**src/hdl/tdh_pkg.sv**
```systemverilog
// Shared types and constants for the timer deadline heap.
// Used by the shared arithmetic unit and the top-level sequencer.
package tdh_pkg;

  localparam int TIMEOUT_W = 32;
  localparam logic [TIMEOUT_W-1:0] TIMEOUT_MAX  = 32'h7FFF_FFFF;
  localparam logic [TIMEOUT_W-1:0] TIMEOUT_NONE = 32'hFFFF_FFFF;

  localparam logic KIND_INSERT = 1'b0;
  localparam logic KIND_POLL   = 1'b1;

  typedef enum logic [1:0] {
    RK_ACCEPT  = 2'd0,
    RK_REJECT  = 2'd1,
    RK_EXPIRED = 2'd2,
    RK_SUMMARY = 2'd3
  } result_kind_t;

  typedef enum logic {
    ALU_ADD = 1'b0,
    ALU_SUB = 1'b1
  } alu_op_t;

  typedef struct packed {
    logic carry;  // add: overflow; sub: a >= b
    logic lt;     // sub: a < b
    logic le;     // sub: a <= b
  } alu_flag_t;

endpackage

```
**src/hdl/tdh_mem.sv**
```systemverilog
// Heap storage: one write port and two read ports with registered read data.
// Each entry holds a deadline and a handle; no package dependency.
module tdh_mem #(
  parameter int DEPTH = 32,
  parameter int WIDTH = 64
) (
  input  logic                     clk,
  input  logic                     we,
  input  logic [$clog2(DEPTH)-1:0] waddr,
  input  logic [WIDTH-1:0]         wdata,
  input  logic                     re_a,
  input  logic [$clog2(DEPTH)-1:0] raddr_a,
  output logic [WIDTH-1:0]         rdata_a,
  input  logic                     re_b,
  input  logic [$clog2(DEPTH)-1:0] raddr_b,
  output logic [WIDTH-1:0]         rdata_b
);

  logic [WIDTH-1:0] mem [DEPTH];

  always_ff @(posedge clk) begin
    if (we) begin
      mem[waddr] <= wdata;
    end
  end

  // Read data holds until the next read on that port.
  always_ff @(posedge clk) begin
    if (re_a) begin
      rdata_a <= mem[raddr_a];
    end
    if (re_b) begin
      rdata_b <= mem[raddr_b];
    end
  end

endmodule

```
**src/hdl/tdh_alu.sv**
```systemverilog
// Shared adder/comparator for deadline arithmetic and heap compares.
// Depends on tdh_pkg for the operation code and flag struct.
module tdh_alu import tdh_pkg::*; #(
  parameter int W = 48
) (
  input  alu_op_t        op,
  input  logic [W-1:0]   a,
  input  logic [W-1:0]   b,
  output logic [W-1:0]   res,
  output alu_flag_t      flg
);

  logic         is_sub;
  logic [W-1:0] b_in;
  logic [W:0]   sum;

  assign is_sub = (op == ALU_SUB);
  assign b_in   = is_sub ? ~b : b;
  assign sum    = {1'b0, a} + {1'b0, b_in} + (W+1)'(is_sub);
  assign res    = sum[W-1:0];

  always_comb begin
    flg.carry = sum[W];
    flg.lt    = is_sub && !sum[W];
    flg.le    = is_sub && (!sum[W] || (sum[W-1:0] == '0));
  end

endmodule

```
**src/hdl/timer_deadline_heap.sv**
```systemverilog
// Timer deadline heap: a one-shot timer queue on a binary min-heap in memory.
// Insert: the deadline is formed as now_ms plus delay, then the new entry climbs the heap,
//   one memory read and one compare per level, until it stops below a parent or at the root.
// Poll: reads the head and compares it with now_ms; a due head is sent and popped, and the
//   last entry sifts down, reading both children and comparing per level. Output stalls hold both.
// One item at a time: the next transfer is taken in the cycle after the last result loads.
// Reset (synchronous, rst_n low) empties the heap and drops any waiting result.
module timer_deadline_heap import tdh_pkg::*; #(
  parameter int DEPTH       = 32,
  parameter int TIME_BITS   = 48,
  parameter int HANDLE_BITS = 16
) (
  input  logic clk,
  input  logic rst_n,
  input  logic in_tvalid,
  output logic in_tready,
  // tdata from bit 0: delay, handle_id, now_ms, ready_pending, zero fill
  input  logic [((2*TIME_BITS+HANDLE_BITS+1+7)/8)*8-1:0] in_tdata,
  // tuser: kind
  input  logic [0:0] in_tuser,
  output logic out_tvalid,
  input  logic out_tready,
  // tdata from bit 0: expired_handle, timeout_ms, zero fill
  output logic [((HANDLE_BITS+TIMEOUT_W+7)/8)*8-1:0] out_tdata,
  // tuser: result_kind
  output logic [1:0] out_tuser,
  output logic out_tlast
);

  localparam int AW     = $clog2(DEPTH);
  localparam int CW     = $clog2(DEPTH+1);
  localparam int LW     = AW + 2;
  localparam int MW     = TIME_BITS + HANDLE_BITS;
  localparam int OUT_DW = ((HANDLE_BITS+TIMEOUT_W+7)/8)*8;

  typedef enum logic [3:0] {
    S_IDLE, S_INS_ADD, S_INS_CHK, S_INS_CMP, S_POLL_HEAD, S_POLL_CMP,
    S_POP_MV, S_POP_RD, S_POP_C1, S_POP_C2, S_REPLY
  } st_t;

  st_t                    state_r, state_nxt;
  logic [CW-1:0]          count_r, count_nxt;
  logic [AW-1:0]          idx_r, idx_nxt;
  logic [AW-1:0]          par_r, par_nxt;
  logic                   hr_r, hr_nxt;
  logic [TIME_BITS-1:0]   mv_dl_r, mv_dl_nxt;
  logic [HANDLE_BITS-1:0] mv_hd_r, mv_hd_nxt;
  logic [TIME_BITS-1:0]   pk_dl_r, pk_dl_nxt;
  logic [HANDLE_BITS-1:0] pk_hd_r, pk_hd_nxt;
  logic [TIME_BITS-1:0]   delay_r, delay_nxt;
  logic [TIME_BITS-1:0]   now_r, now_nxt;
  logic                   pending_r, pending_nxt;
  logic                   expired_r, expired_nxt;
  result_kind_t           res_kind_r, res_kind_nxt;
  logic [TIMEOUT_W-1:0]   res_tmo_r, res_tmo_nxt;
  logic                   out_valid_r, out_valid_nxt;
  result_kind_t           out_kind_r, out_kind_nxt;
  logic [HANDLE_BITS-1:0] out_hd_r, out_hd_nxt;
  logic [TIMEOUT_W-1:0]   out_tmo_r, out_tmo_nxt;
  logic                   out_last_r, out_last_nxt;

  logic                   mem_we;
  logic [AW-1:0]          mem_waddr;
  logic [MW-1:0]          mem_wdata;
  logic                   mem_re_a, mem_re_b;
  logic [AW-1:0]          mem_raddr_a, mem_raddr_b;
  logic [MW-1:0]          rd_a, rd_b;
  logic [TIME_BITS-1:0]   rd_a_dl, rd_b_dl;
  logic [HANDLE_BITS-1:0] rd_a_hd, rd_b_hd;

  alu_op_t                alu_op;
  logic [TIME_BITS-1:0]   alu_a, alu_b, alu_res;
  alu_flag_t              alu_flg;

  logic                   out_free;
  logic [LW-1:0]          left_w, right_w;
  logic [CW-1:0]          cnt_dec;
  logic [63:0]            diff64;
  logic                   take_right;

  assign rd_a_dl = rd_a[MW-1:HANDLE_BITS];
  assign rd_a_hd = rd_a[HANDLE_BITS-1:0];
  assign rd_b_dl = rd_b[MW-1:HANDLE_BITS];
  assign rd_b_hd = rd_b[HANDLE_BITS-1:0];

  tdh_mem #(.DEPTH(DEPTH), .WIDTH(MW)) u_mem (
    .clk     (clk),
    .we      (mem_we),
    .waddr   (mem_waddr),
    .wdata   (mem_wdata),
    .re_a    (mem_re_a),
    .raddr_a (mem_raddr_a),
    .rdata_a (rd_a),
    .re_b    (mem_re_b),
    .raddr_b (mem_raddr_b),
    .rdata_b (rd_b)
  );

  tdh_alu #(.W(TIME_BITS)) u_alu (
    .op  (alu_op),
    .a   (alu_a),
    .b   (alu_b),
    .res (alu_res),
    .flg (alu_flg)
  );

  assign in_tready  = (state_r == S_IDLE);
  assign out_tvalid = out_valid_r;
  assign out_tuser  = out_kind_r;
  assign out_tlast  = out_last_r;
  assign out_tdata  = OUT_DW'({out_tmo_r, out_hd_r});

  assign out_free = !out_valid_r || out_tready;
  assign left_w   = LW'({idx_r, 1'b1});
  assign right_w  = left_w + LW'(1);
  assign cnt_dec  = count_r - CW'(1);
  assign diff64   = 64'(alu_res);
  assign take_right = hr_r && alu_flg.lt;

  // Operand select for the shared unit
  always_comb begin
    alu_op = ALU_SUB;
    alu_a  = rd_a_dl;
    alu_b  = mv_dl_r;
    unique case (state_r)
      S_INS_ADD: begin
        alu_op = ALU_ADD;
        alu_a  = now_r;
        alu_b  = delay_r;
      end
      S_POLL_CMP: begin
        alu_a = rd_a_dl;
        alu_b = now_r;
      end
      S_POP_C1: begin
        alu_a = rd_b_dl;
        alu_b = rd_a_dl;
      end
      S_POP_C2: begin
        alu_a = mv_dl_r;
        alu_b = pk_dl_r;
      end
      default: begin
        alu_a = rd_a_dl;
        alu_b = mv_dl_r;
      end
    endcase
  end

  always_comb begin
    state_nxt     = state_r;
    count_nxt     = count_r;
    idx_nxt       = idx_r;
    par_nxt       = par_r;
    hr_nxt        = hr_r;
    mv_dl_nxt     = mv_dl_r;
    mv_hd_nxt     = mv_hd_r;
    pk_dl_nxt     = pk_dl_r;
    pk_hd_nxt     = pk_hd_r;
    delay_nxt     = delay_r;
    now_nxt       = now_r;
    pending_nxt   = pending_r;
    expired_nxt   = expired_r;
    res_kind_nxt  = res_kind_r;
    res_tmo_nxt   = res_tmo_r;
    out_valid_nxt = out_valid_r && !out_tready;
    out_kind_nxt  = out_kind_r;
    out_hd_nxt    = out_hd_r;
    out_tmo_nxt   = out_tmo_r;
    out_last_nxt  = out_last_r;
    mem_we        = 1'b0;
    mem_waddr     = idx_r;
    mem_wdata     = {mv_dl_r, mv_hd_r};
    mem_re_a      = 1'b0;
    mem_raddr_a   = '0;
    mem_re_b      = 1'b0;
    mem_raddr_b   = '0;

    unique case (state_r)
      S_IDLE: begin
        if (in_tvalid) begin
          delay_nxt   = in_tdata[TIME_BITS-1:0];
          mv_hd_nxt   = in_tdata[TIME_BITS+HANDLE_BITS-1:TIME_BITS];
          now_nxt     = in_tdata[2*TIME_BITS+HANDLE_BITS-1:TIME_BITS+HANDLE_BITS];
          pending_nxt = in_tdata[2*TIME_BITS+HANDLE_BITS];
          expired_nxt = 1'b0;
          if (in_tuser[0] == KIND_POLL) begin
            state_nxt = S_POLL_HEAD;
          end else if (count_r == CW'(DEPTH)) begin
            res_kind_nxt = RK_REJECT;
            res_tmo_nxt  = '0;
            state_nxt    = S_REPLY;
          end else begin
            state_nxt = S_INS_ADD;
          end
        end
      end
      S_INS_ADD: begin
        // saturate the deadline at the top of the time range
        mv_dl_nxt = alu_flg.carry ? '1 : alu_res;
        idx_nxt   = count_r[AW-1:0];
        count_nxt = count_r + CW'(1);
        state_nxt = S_INS_CHK;
      end
      S_INS_CHK: begin
        if (idx_r == '0) begin
          mem_we       = 1'b1;
          res_kind_nxt = RK_ACCEPT;
          res_tmo_nxt  = '0;
          state_nxt    = S_REPLY;
        end else begin
          par_nxt     = (idx_r - AW'(1)) >> 1;
          mem_re_a    = 1'b1;
          mem_raddr_a = (idx_r - AW'(1)) >> 1;
          state_nxt   = S_INS_CMP;
        end
      end
      S_INS_CMP: begin
        mem_we = 1'b1;
        if (alu_flg.le) begin
          res_kind_nxt = RK_ACCEPT;
          res_tmo_nxt  = '0;
          state_nxt    = S_REPLY;
        end else begin
          // move the parent down into the hole
          mem_wdata = rd_a;
          idx_nxt   = par_r;
          state_nxt = S_INS_CHK;
        end
      end
      S_POLL_HEAD: begin
        if (count_r == '0) begin
          res_kind_nxt = RK_SUMMARY;
          res_tmo_nxt  = (pending_r || expired_r) ? '0 : TIMEOUT_NONE;
          state_nxt    = S_REPLY;
        end else begin
          mem_re_a    = 1'b1;
          mem_raddr_a = '0;
          state_nxt   = S_POLL_CMP;
        end
      end
      S_POLL_CMP: begin
        if (alu_flg.le) begin
          // head is due: send it, then fetch the last entry to sift down
          if (out_free) begin
            out_valid_nxt = 1'b1;
            out_kind_nxt  = RK_EXPIRED;
            out_hd_nxt    = rd_a_hd;
            out_tmo_nxt   = '0;
            out_last_nxt  = 1'b0;
            count_nxt     = cnt_dec;
            expired_nxt   = 1'b1;
            mem_re_a      = 1'b1;
            mem_raddr_a   = cnt_dec[AW-1:0];
            state_nxt     = S_POP_MV;
          end
        end else begin
          res_kind_nxt = RK_SUMMARY;
          if (pending_r || expired_r) begin
            res_tmo_nxt = '0;
          end else if (diff64 > 64'(TIMEOUT_MAX)) begin
            res_tmo_nxt = TIMEOUT_MAX;
          end else begin
            res_tmo_nxt = diff64[TIMEOUT_W-1:0];
          end
          state_nxt = S_REPLY;
        end
      end
      S_POP_MV: begin
        mv_dl_nxt = rd_a_dl;
        mv_hd_nxt = rd_a_hd;
        idx_nxt   = '0;
        state_nxt = (count_r == '0) ? S_POLL_HEAD : S_POP_RD;
      end
      S_POP_RD: begin
        if (left_w >= LW'(count_r)) begin
          mem_we    = 1'b1;
          state_nxt = S_POLL_HEAD;
        end else begin
          mem_re_a    = 1'b1;
          mem_raddr_a = left_w[AW-1:0];
          mem_re_b    = 1'b1;
          mem_raddr_b = right_w[AW-1:0];
          par_nxt     = left_w[AW-1:0];
          hr_nxt      = (right_w < LW'(count_r));
          state_nxt   = S_POP_C1;
        end
      end
      S_POP_C1: begin
        // right child wins only when strictly earlier
        if (take_right) begin
          pk_dl_nxt = rd_b_dl;
          pk_hd_nxt = rd_b_hd;
          par_nxt   = par_r + AW'(1);
        end else begin
          pk_dl_nxt = rd_a_dl;
          pk_hd_nxt = rd_a_hd;
        end
        state_nxt = S_POP_C2;
      end
      S_POP_C2: begin
        mem_we = 1'b1;
        if (alu_flg.le) begin
          state_nxt = S_POLL_HEAD;
        end else begin
          mem_wdata = {pk_dl_r, pk_hd_r};
          idx_nxt   = par_r;
          state_nxt = S_POP_RD;
        end
      end
      S_REPLY: begin
        if (out_free) begin
          out_valid_nxt = 1'b1;
          out_kind_nxt  = res_kind_r;
          out_hd_nxt    = '0;
          out_tmo_nxt   = res_tmo_r;
          out_last_nxt  = 1'b1;
          state_nxt     = S_IDLE;
        end
      end
      default: begin
        state_nxt = S_IDLE;
      end
    endcase
  end

  always_ff @(posedge clk) begin
    if (!rst_n) begin
      state_r     <= S_IDLE;
      count_r     <= '0;
      out_valid_r <= 1'b0;
    end else begin
      state_r     <= state_nxt;
      count_r     <= count_nxt;
      out_valid_r <= out_valid_nxt;
    end
    idx_r      <= idx_nxt;
    par_r      <= par_nxt;
    hr_r       <= hr_nxt;
    mv_dl_r    <= mv_dl_nxt;
    mv_hd_r    <= mv_hd_nxt;
    pk_dl_r    <= pk_dl_nxt;
    pk_hd_r    <= pk_hd_nxt;
    delay_r    <= delay_nxt;
    now_r      <= now_nxt;
    pending_r  <= pending_nxt;
    expired_r  <= expired_nxt;
    res_kind_r <= res_kind_nxt;
    res_tmo_r  <= res_tmo_nxt;
    out_kind_r <= out_kind_nxt;
    out_hd_r   <= out_hd_nxt;
    out_tmo_r  <= out_tmo_nxt;
    out_last_r <= out_last_nxt;
  end

endmodule
```
**config.mk**
```make
export PLATFORM = sky130hd
export DESIGN_NAME = timer_deadline_heap
export DESIGN_NICKNAME = d
export VERILOG_FILES = /design/src/hdl/tdh_pkg.sv /design/src/hdl/tdh_mem.sv /design/src/hdl/tdh_alu.sv /design/src/hdl/timer_deadline_heap.sv
export SDC_FILE = /design/constraint.sdc
export NUM_CORES = 2
export LEC_CHECK = 0
export BUFFER_PORTS_ARGS = -buffer_cell sky130_fd_sc_hd__buf_2
export CELL_PAD_IN_SITES_DETAIL_PLACEMENT = 1
export CELL_PAD_IN_SITES_GLOBAL_PLACEMENT = 1
export CORE_MARGIN = 1.5
export CORE_UTILIZATION = 50
export DETAILED_ROUTE_END_ITERATION = 7
export MAX_ROUTING_LAYER = met4
export PLACE_DENSITY = 0.73
export RECOVER_POWER = 25
export SLEW_MARGIN = 10
export SYNTH_ARGS = -nofsm -noshare
export SYNTH_HDL_FRONTEND = slang
export SYNTH_HIERARCHICAL = 1
export SYNTH_SLANG_ARGS = --single-unit
```
**constraint.sdc**
```tcl
create_clock -name clk -period 7.94 [get_ports clk]
set_input_delay 0.397 -clock clk [delete_from_list [all_inputs] [get_ports clk]]
set_output_delay 0.397 -clock clk [all_outputs]
set_load 0.1 [all_outputs]
```
; ---- Word level (Yosys, flattened, before mapping)
; Memories as Yosys holds them, arrays and structs flattened. A register that Yosys moved wholly into a read port is not among the register bits.
; Index checks and enable logic that the tools add are counted.
[op_classes]
n_addsub = 7
order_cmp = 3
eq_ne = 26
n_mux = 95
bitwise_logic = 2
reduce_logical = 33
[op_table]
columns = operator, n
row1 = $mux W32, 13
row2 = $pmux W48 S4, 1
row3 = $pmux W32 S5, 1
row4 = $mux W48, 3
row5 = $pmux W48 S3, 1
row6 = $mux W64, 2
row7 = $pmux W64 S2, 1
row8 = $pmux W48 S2, 1
row9 = $mux W16, 5
row10 = $pmux W16 S2, 2
row11 = $pmux W32 S2, 1
row12 = $add A48 B48 Y49, 1
row13 = $add A49 B1 Y49, 1
row14 = $gt A48 B31 Y1 const B, 1
row15 = $logic_not A48 Y1, 1
row16 = $not A48 Y48, 1
row17 = $mux W5, 9
row18 = $pmux W5 S3, 3
row19 = $mux W4, 11
row20 = $pmux W4 S11, 1
row21 = $ne A2 B2 Y1 const B, 13
row22 = $mux W2, 12
row23 = $mux W1, 18
row24 = $eq A4 B3 Y1 const B, 4
row25 = 35 further kinds, 59
[totals]
regBits = 333
ram_bits = 2048
inputBits = 125
word_cells = 187
mem_count = 1
[memory_table]
columns = name, depth, word_bits, read_ports, rd_clocked_by_memory_dff, write_ports, line
row1 = u_mem.mem, 32, 64, 2, 2, 1, tdh_mem.sv:19  ; logic [WIDTH-1:0] mem [DEPTH];

; ---- Logic depth before layout (Yosys ltp)
[depth]
word_depth = 11
ltp_mapped = 34

; ---- Cells and area by module
; The synthesis kept the hierarchy.
[modules_own_cells]
columns = module, instances, cells_each, area_per_inst_um2, seq_area_each_um2
row1 = tdh_mem, 1, 4441, 97928.9, 65342.7
row2 = timer_deadline_heap, 1, 1701, 17730.8, 9889.5
row3 = tdh_alu, 1, 508, 3508.4, 0.0

; ---- Worst setup path before layout
; Ideal clock, no wire load.
[synth_timing]
path_kind = register to register
start = register state_r[1]
end = register u_mem.rdata_a[0], read port of u_mem.mem, enable pin
setup_ns = 0.985
t_arrival_ns = 7.231
t_required_ns = 6.955
path_slack_ns = -0.275
path_stages_with_launch = 24
synth_period_minus_slack_ns = 8.215
cell_sequence = dfxtp_1 -> or2_2 -> nor2_1 -> buf_2 -> buf_2 -> a222oi_1 -> nand2_1 -> xor2_1 -> ha_1 -> a21oi_1 -> a21boi_0 -> o211ai_1 -> and2_1 -> o31ai_2 -> a21oi_1 -> or4_1 -> nand3_1 -> nor4_1 -> and4_1 -> a21o_1 -> buf_2 -> nand3_1 -> clkbuf_1 -> nand4_1
[synth_rtl]
columns = item, line
row1 = from (decl), timer_deadline_heap.sv:41  ; st_t state_r, state_nxt;
row2 = from (signal assigned), timer_deadline_heap.sv:333  ; state_r <= state_nxt;
row3 = to (decl), tdh_mem.sv:13  ; output logic [WIDTH-1:0] rdata_a,

==> results by group <==
Status
  • Status: complete, but fails checks
  • Failing checks: max-capacitance violations, max-slew violations

Hold path
  • Hold_sp: in_tuser
  • Hold EP: state_r[1]
  • Hold depth: 4
  • Hold Crit Class: in2reg

GRT
  • First-pass GRT wire length: 596000 um
  • Initial antenna violation count: 17
  • Vias in the first global route: 78014
  • Largest net degree at the start of global routing: 491
  • Total grt overflow: 0
  • Gr usage total: 35.9%

Setup path
  • Critical Path Source: state_r[3]
  • Worst path most repeated cell: buf_4
  • Worst reg2reg path startpoint: state_r[3]
  • Critical path class: reg2reg
  • RR Endpoint: u_mem/rdata_a[31]
  • R2R Setup Slk: 0.18 ns
  • CP endpoint kind: flip-flop
  • Req. time, crit path: 8.60 ns
  • Arrival @ worst endpoint: 8.42 ns
  • Max FO, Critical Path: 40
  • Startpoint Class: flip-flop
  • Critical-path top delay cell: a31oi_1
  • Worst-case reg-to-reg path depth: 33
  • CP peak stage delay: 0.48 ns

Routing
  • DR WL/cell: 39.6 um
  • Starting DRT DRC Count: around 11000
  • DRC viols: 0
  • Vias per inst: 7.14
  • Detailed-route via count: between 70000 and 80000
  • Drt pass-1 iters: 6
  • Routed Antenna Nets: 0
  • Routed WL: roughly 420000 um

Cells and area
  • Layout Cells excl Fill: 10688
  • Commonest non-fill, non-tap cell in the layout: edfxtp_1
  • Proportion of layout cells with a drive suffix above 1: a little under a third
  • Util after Layout: 58.7%
  • P&R area growth vs syn: 16.9%
  • NumNets Final: 7506
  • Post-route cell area: 139000 um^2
  • Most frequent cells in the layout: edfxtp_1 (2498), mux4_2 (1039), nand2_1 (530)
  • # fillers: 20704

Floorplanning
  • Row count: 179
  • Die Span X: 491 um
  • Io pins: 178
  • Initial core utilization: 50.2%
  • Die ar.: roughly 240000 um^2
  • Die H: 491 um
  • Core ar.: 237000 um^2

Clock tree
  • Root Driver: clkbuf_16
  • Worst-path clk slew: 0.06 ns
  • Max Buffers Root-to-Sink: 4
  • Clock sinks: 2509
  • CTS tree: yes
  • Worst-skew pair later-pin latency: roughly 0.96 ns
  • Num CTS Buffers: between 200 and 300
  • H-Tree Depth: 5

Place
  • Pre-CTS setup slack: -0.684 ns
  • Placed cell areas: around 130000 um^2
  • Final HPWL DP: 245000 um
  • Port Buffers: 170
  • Dpl cells: 10044
  • RePlAce Congestion: between 0.9 and 1

Logic synthesis
  • Post-synthesis cell count: 6650
  • Post-Syn Area: 119000 um^2
  • Netlist cell types: between 90 and 100
  • Post-synth EDFFs: 2498
  • Mean post-synth cell area: 17.9 um^2
  • Async SR Flop Fraction: 0%
  • Ys flop type: edfxtp_1
  • Post-synthesis sequential area ratio: 63.1%
  • Synth warnings: 6
  • Synth Register Bits: approximately 2500
  • Syn nets: ~6800

STA
  • Slew headroom: -55.4%
  • Worst-Margin Slew: 2.33 ns
  • Final count of hold timing violations: 0
  • Min Clock Period, post-route: roughly 7.8 ns
  • Final Setup Violations: 0
  • Max Clock Skew: 0.0601 ns
  • Final WS setup: 0.176 ns
  • Slew Viols, Final: ~290
  • Final worst-path cycle share: 97.8%
  • Fmax: ~0.13 GHz

Flow run
  • Max cap viols: 1

Power and ir drop
  • Power per cell area: around 380 nW/um^2
  • Worst VDD drop: between 0.3 and 0.4 mV
  • Pleak: about 44 nW
[cell type report]
class | instances | area, um^2 | area share (%)
Antenna cell | 15 | 37.5 | 0.0270
Clock buffer | 329 | 7360 | 5.29
Clock inverter | 145 | 1400 | 1.00
Inverter | 44 | 180 | 0.129
Multi-Input combinational cell | 3589 | 42000 | 30.2
Sequential cell | 2509 | 75200 | 54.0
Tap cell | 3167 | 3960 | 2.85
Timing Repair Buffer | 890 | 9050 | 6.50
[worst max-delay path, delay by kind of cell, from the launching register on]
kind	cells	cell delay, ns
xor gates and xnor gates	2	0.32
buffers and inverters	11	1.80
AOI/OAI and AO/OA	9	2.68
and+or+nand+nor	9	1.66
adders and majority gates	1	0.39
muxes	1	0.22
DFF	1	0.38
[power by group]
part           leakage [nW]  internal (mW)  switching (mW)
Sequential             22.6           17.6            1.03
Combinational          17.6           8.29            13.0
Clock                  4.27           7.47            5.32
Total                  44.5           33.4            19.4
[metal layers]
layer	track usage [%]	part of all wire (%)	vias to the layer above
li1	-	-	29248
met1	47.8	37	40415
met2	53.6	46	5574
met3	8.74	13	1061
met4	13.9	4.5	0
met5	-	0	-
[through the flow]
stage / hold slack [ns] / power [mW] / setup TNS (ns)
after global routing: 0.0494 / 54.4 / -0.0551
after detailed placement: 0.506 / 39.0 / -14.47
final: 0.0700 / 52.8 / 0
after floorplan: 0.477 / 29.3 / 0
after global placement: 0.489 / 38.7 / -10.82
after CTS: 0.0167 / 52.0 / 0
[logic make-up (layout without fill, tap and decap cells)]
family	count (synthesis)	in the layout	synth area share, %
buf+inv	552	1408	2.22
fa+ha+maj	66	66	0.699
xor+xnor	108	108	0.794
other cells	1	16	0.00315
simple gates	959	959	3.69
mux	1575	1575	24.3
flops	2509	2509	63.1
compound gates	880	880	5.20
[Yosys cell counts (all sizes together) (96+ instances only)]
| library cell | instances | area (um^2) |
|---|---|---|
| o21ai | 216 | 1080 |
| edfxtp | 2498 | 75000 |
| clkbuf | 210 | 793 |
| a21oi | 111 | 556 |
| a22oi | 133 | 998 |
| mux2i | 414 | 4150 |
| nand2 | 532 | 2000 |
| nor2 | 126 | 475 |
| mux2 | 122 | 1370 |
| buf | 298 | 1680 |
| a221oi | 96 | 841 |
| mux4 | 1039 | 23400 |
[how the worst max path moves through the flow]
stage / slack, ns / end
6_report: 0.18 / u_mem/rdata_a[31]
5_1_grt: -0.05 / u_mem/rdata_a[55]
4_1_cts: 0.06 / u_mem/rdata_a[36]
3_5_place_dp: -0.68 / u_mem/rdata_a[48]
3_3_place_gp: -0.59 / u_mem/rdata_a[48]
2_1_floorplan: 0.03 / u_mem/rdata_a[0]
[flip-flops by register name, summed over array words and instances, names as in the netlist]
signal / cells
expired_r: 1
mv_dl_r: 48
res_kind_r: 2
pk_hd_r: 16
out_tuser: 2
u_mem/mem: 2048
u_mem/rdata_b: 64
out_tvalid: 1
delay_r: 48
idx_r: 5
count_r: 6
mv_hd_r: 16
out_tmo_r: 32
res_tmo_r: 32
out_hd_r: 16
hr_r: 1
pending_r: 1
now_r: 48
u_mem/rdata_a: 64
out_tlast: 1
state_r: 4
par_r: 5
pk_dl_r: 48
[repair_timing]
action,4_1_cts,5_1_grt
pin swaps,1,10
hold buffers,117,0
buffers inserted,8,20
resized for setup,16,45
setup endpoints to repair,64,64
gates cloned,0,5
endpoints found under the hold margin,125,0
Power figures use the tool's default switching activity.
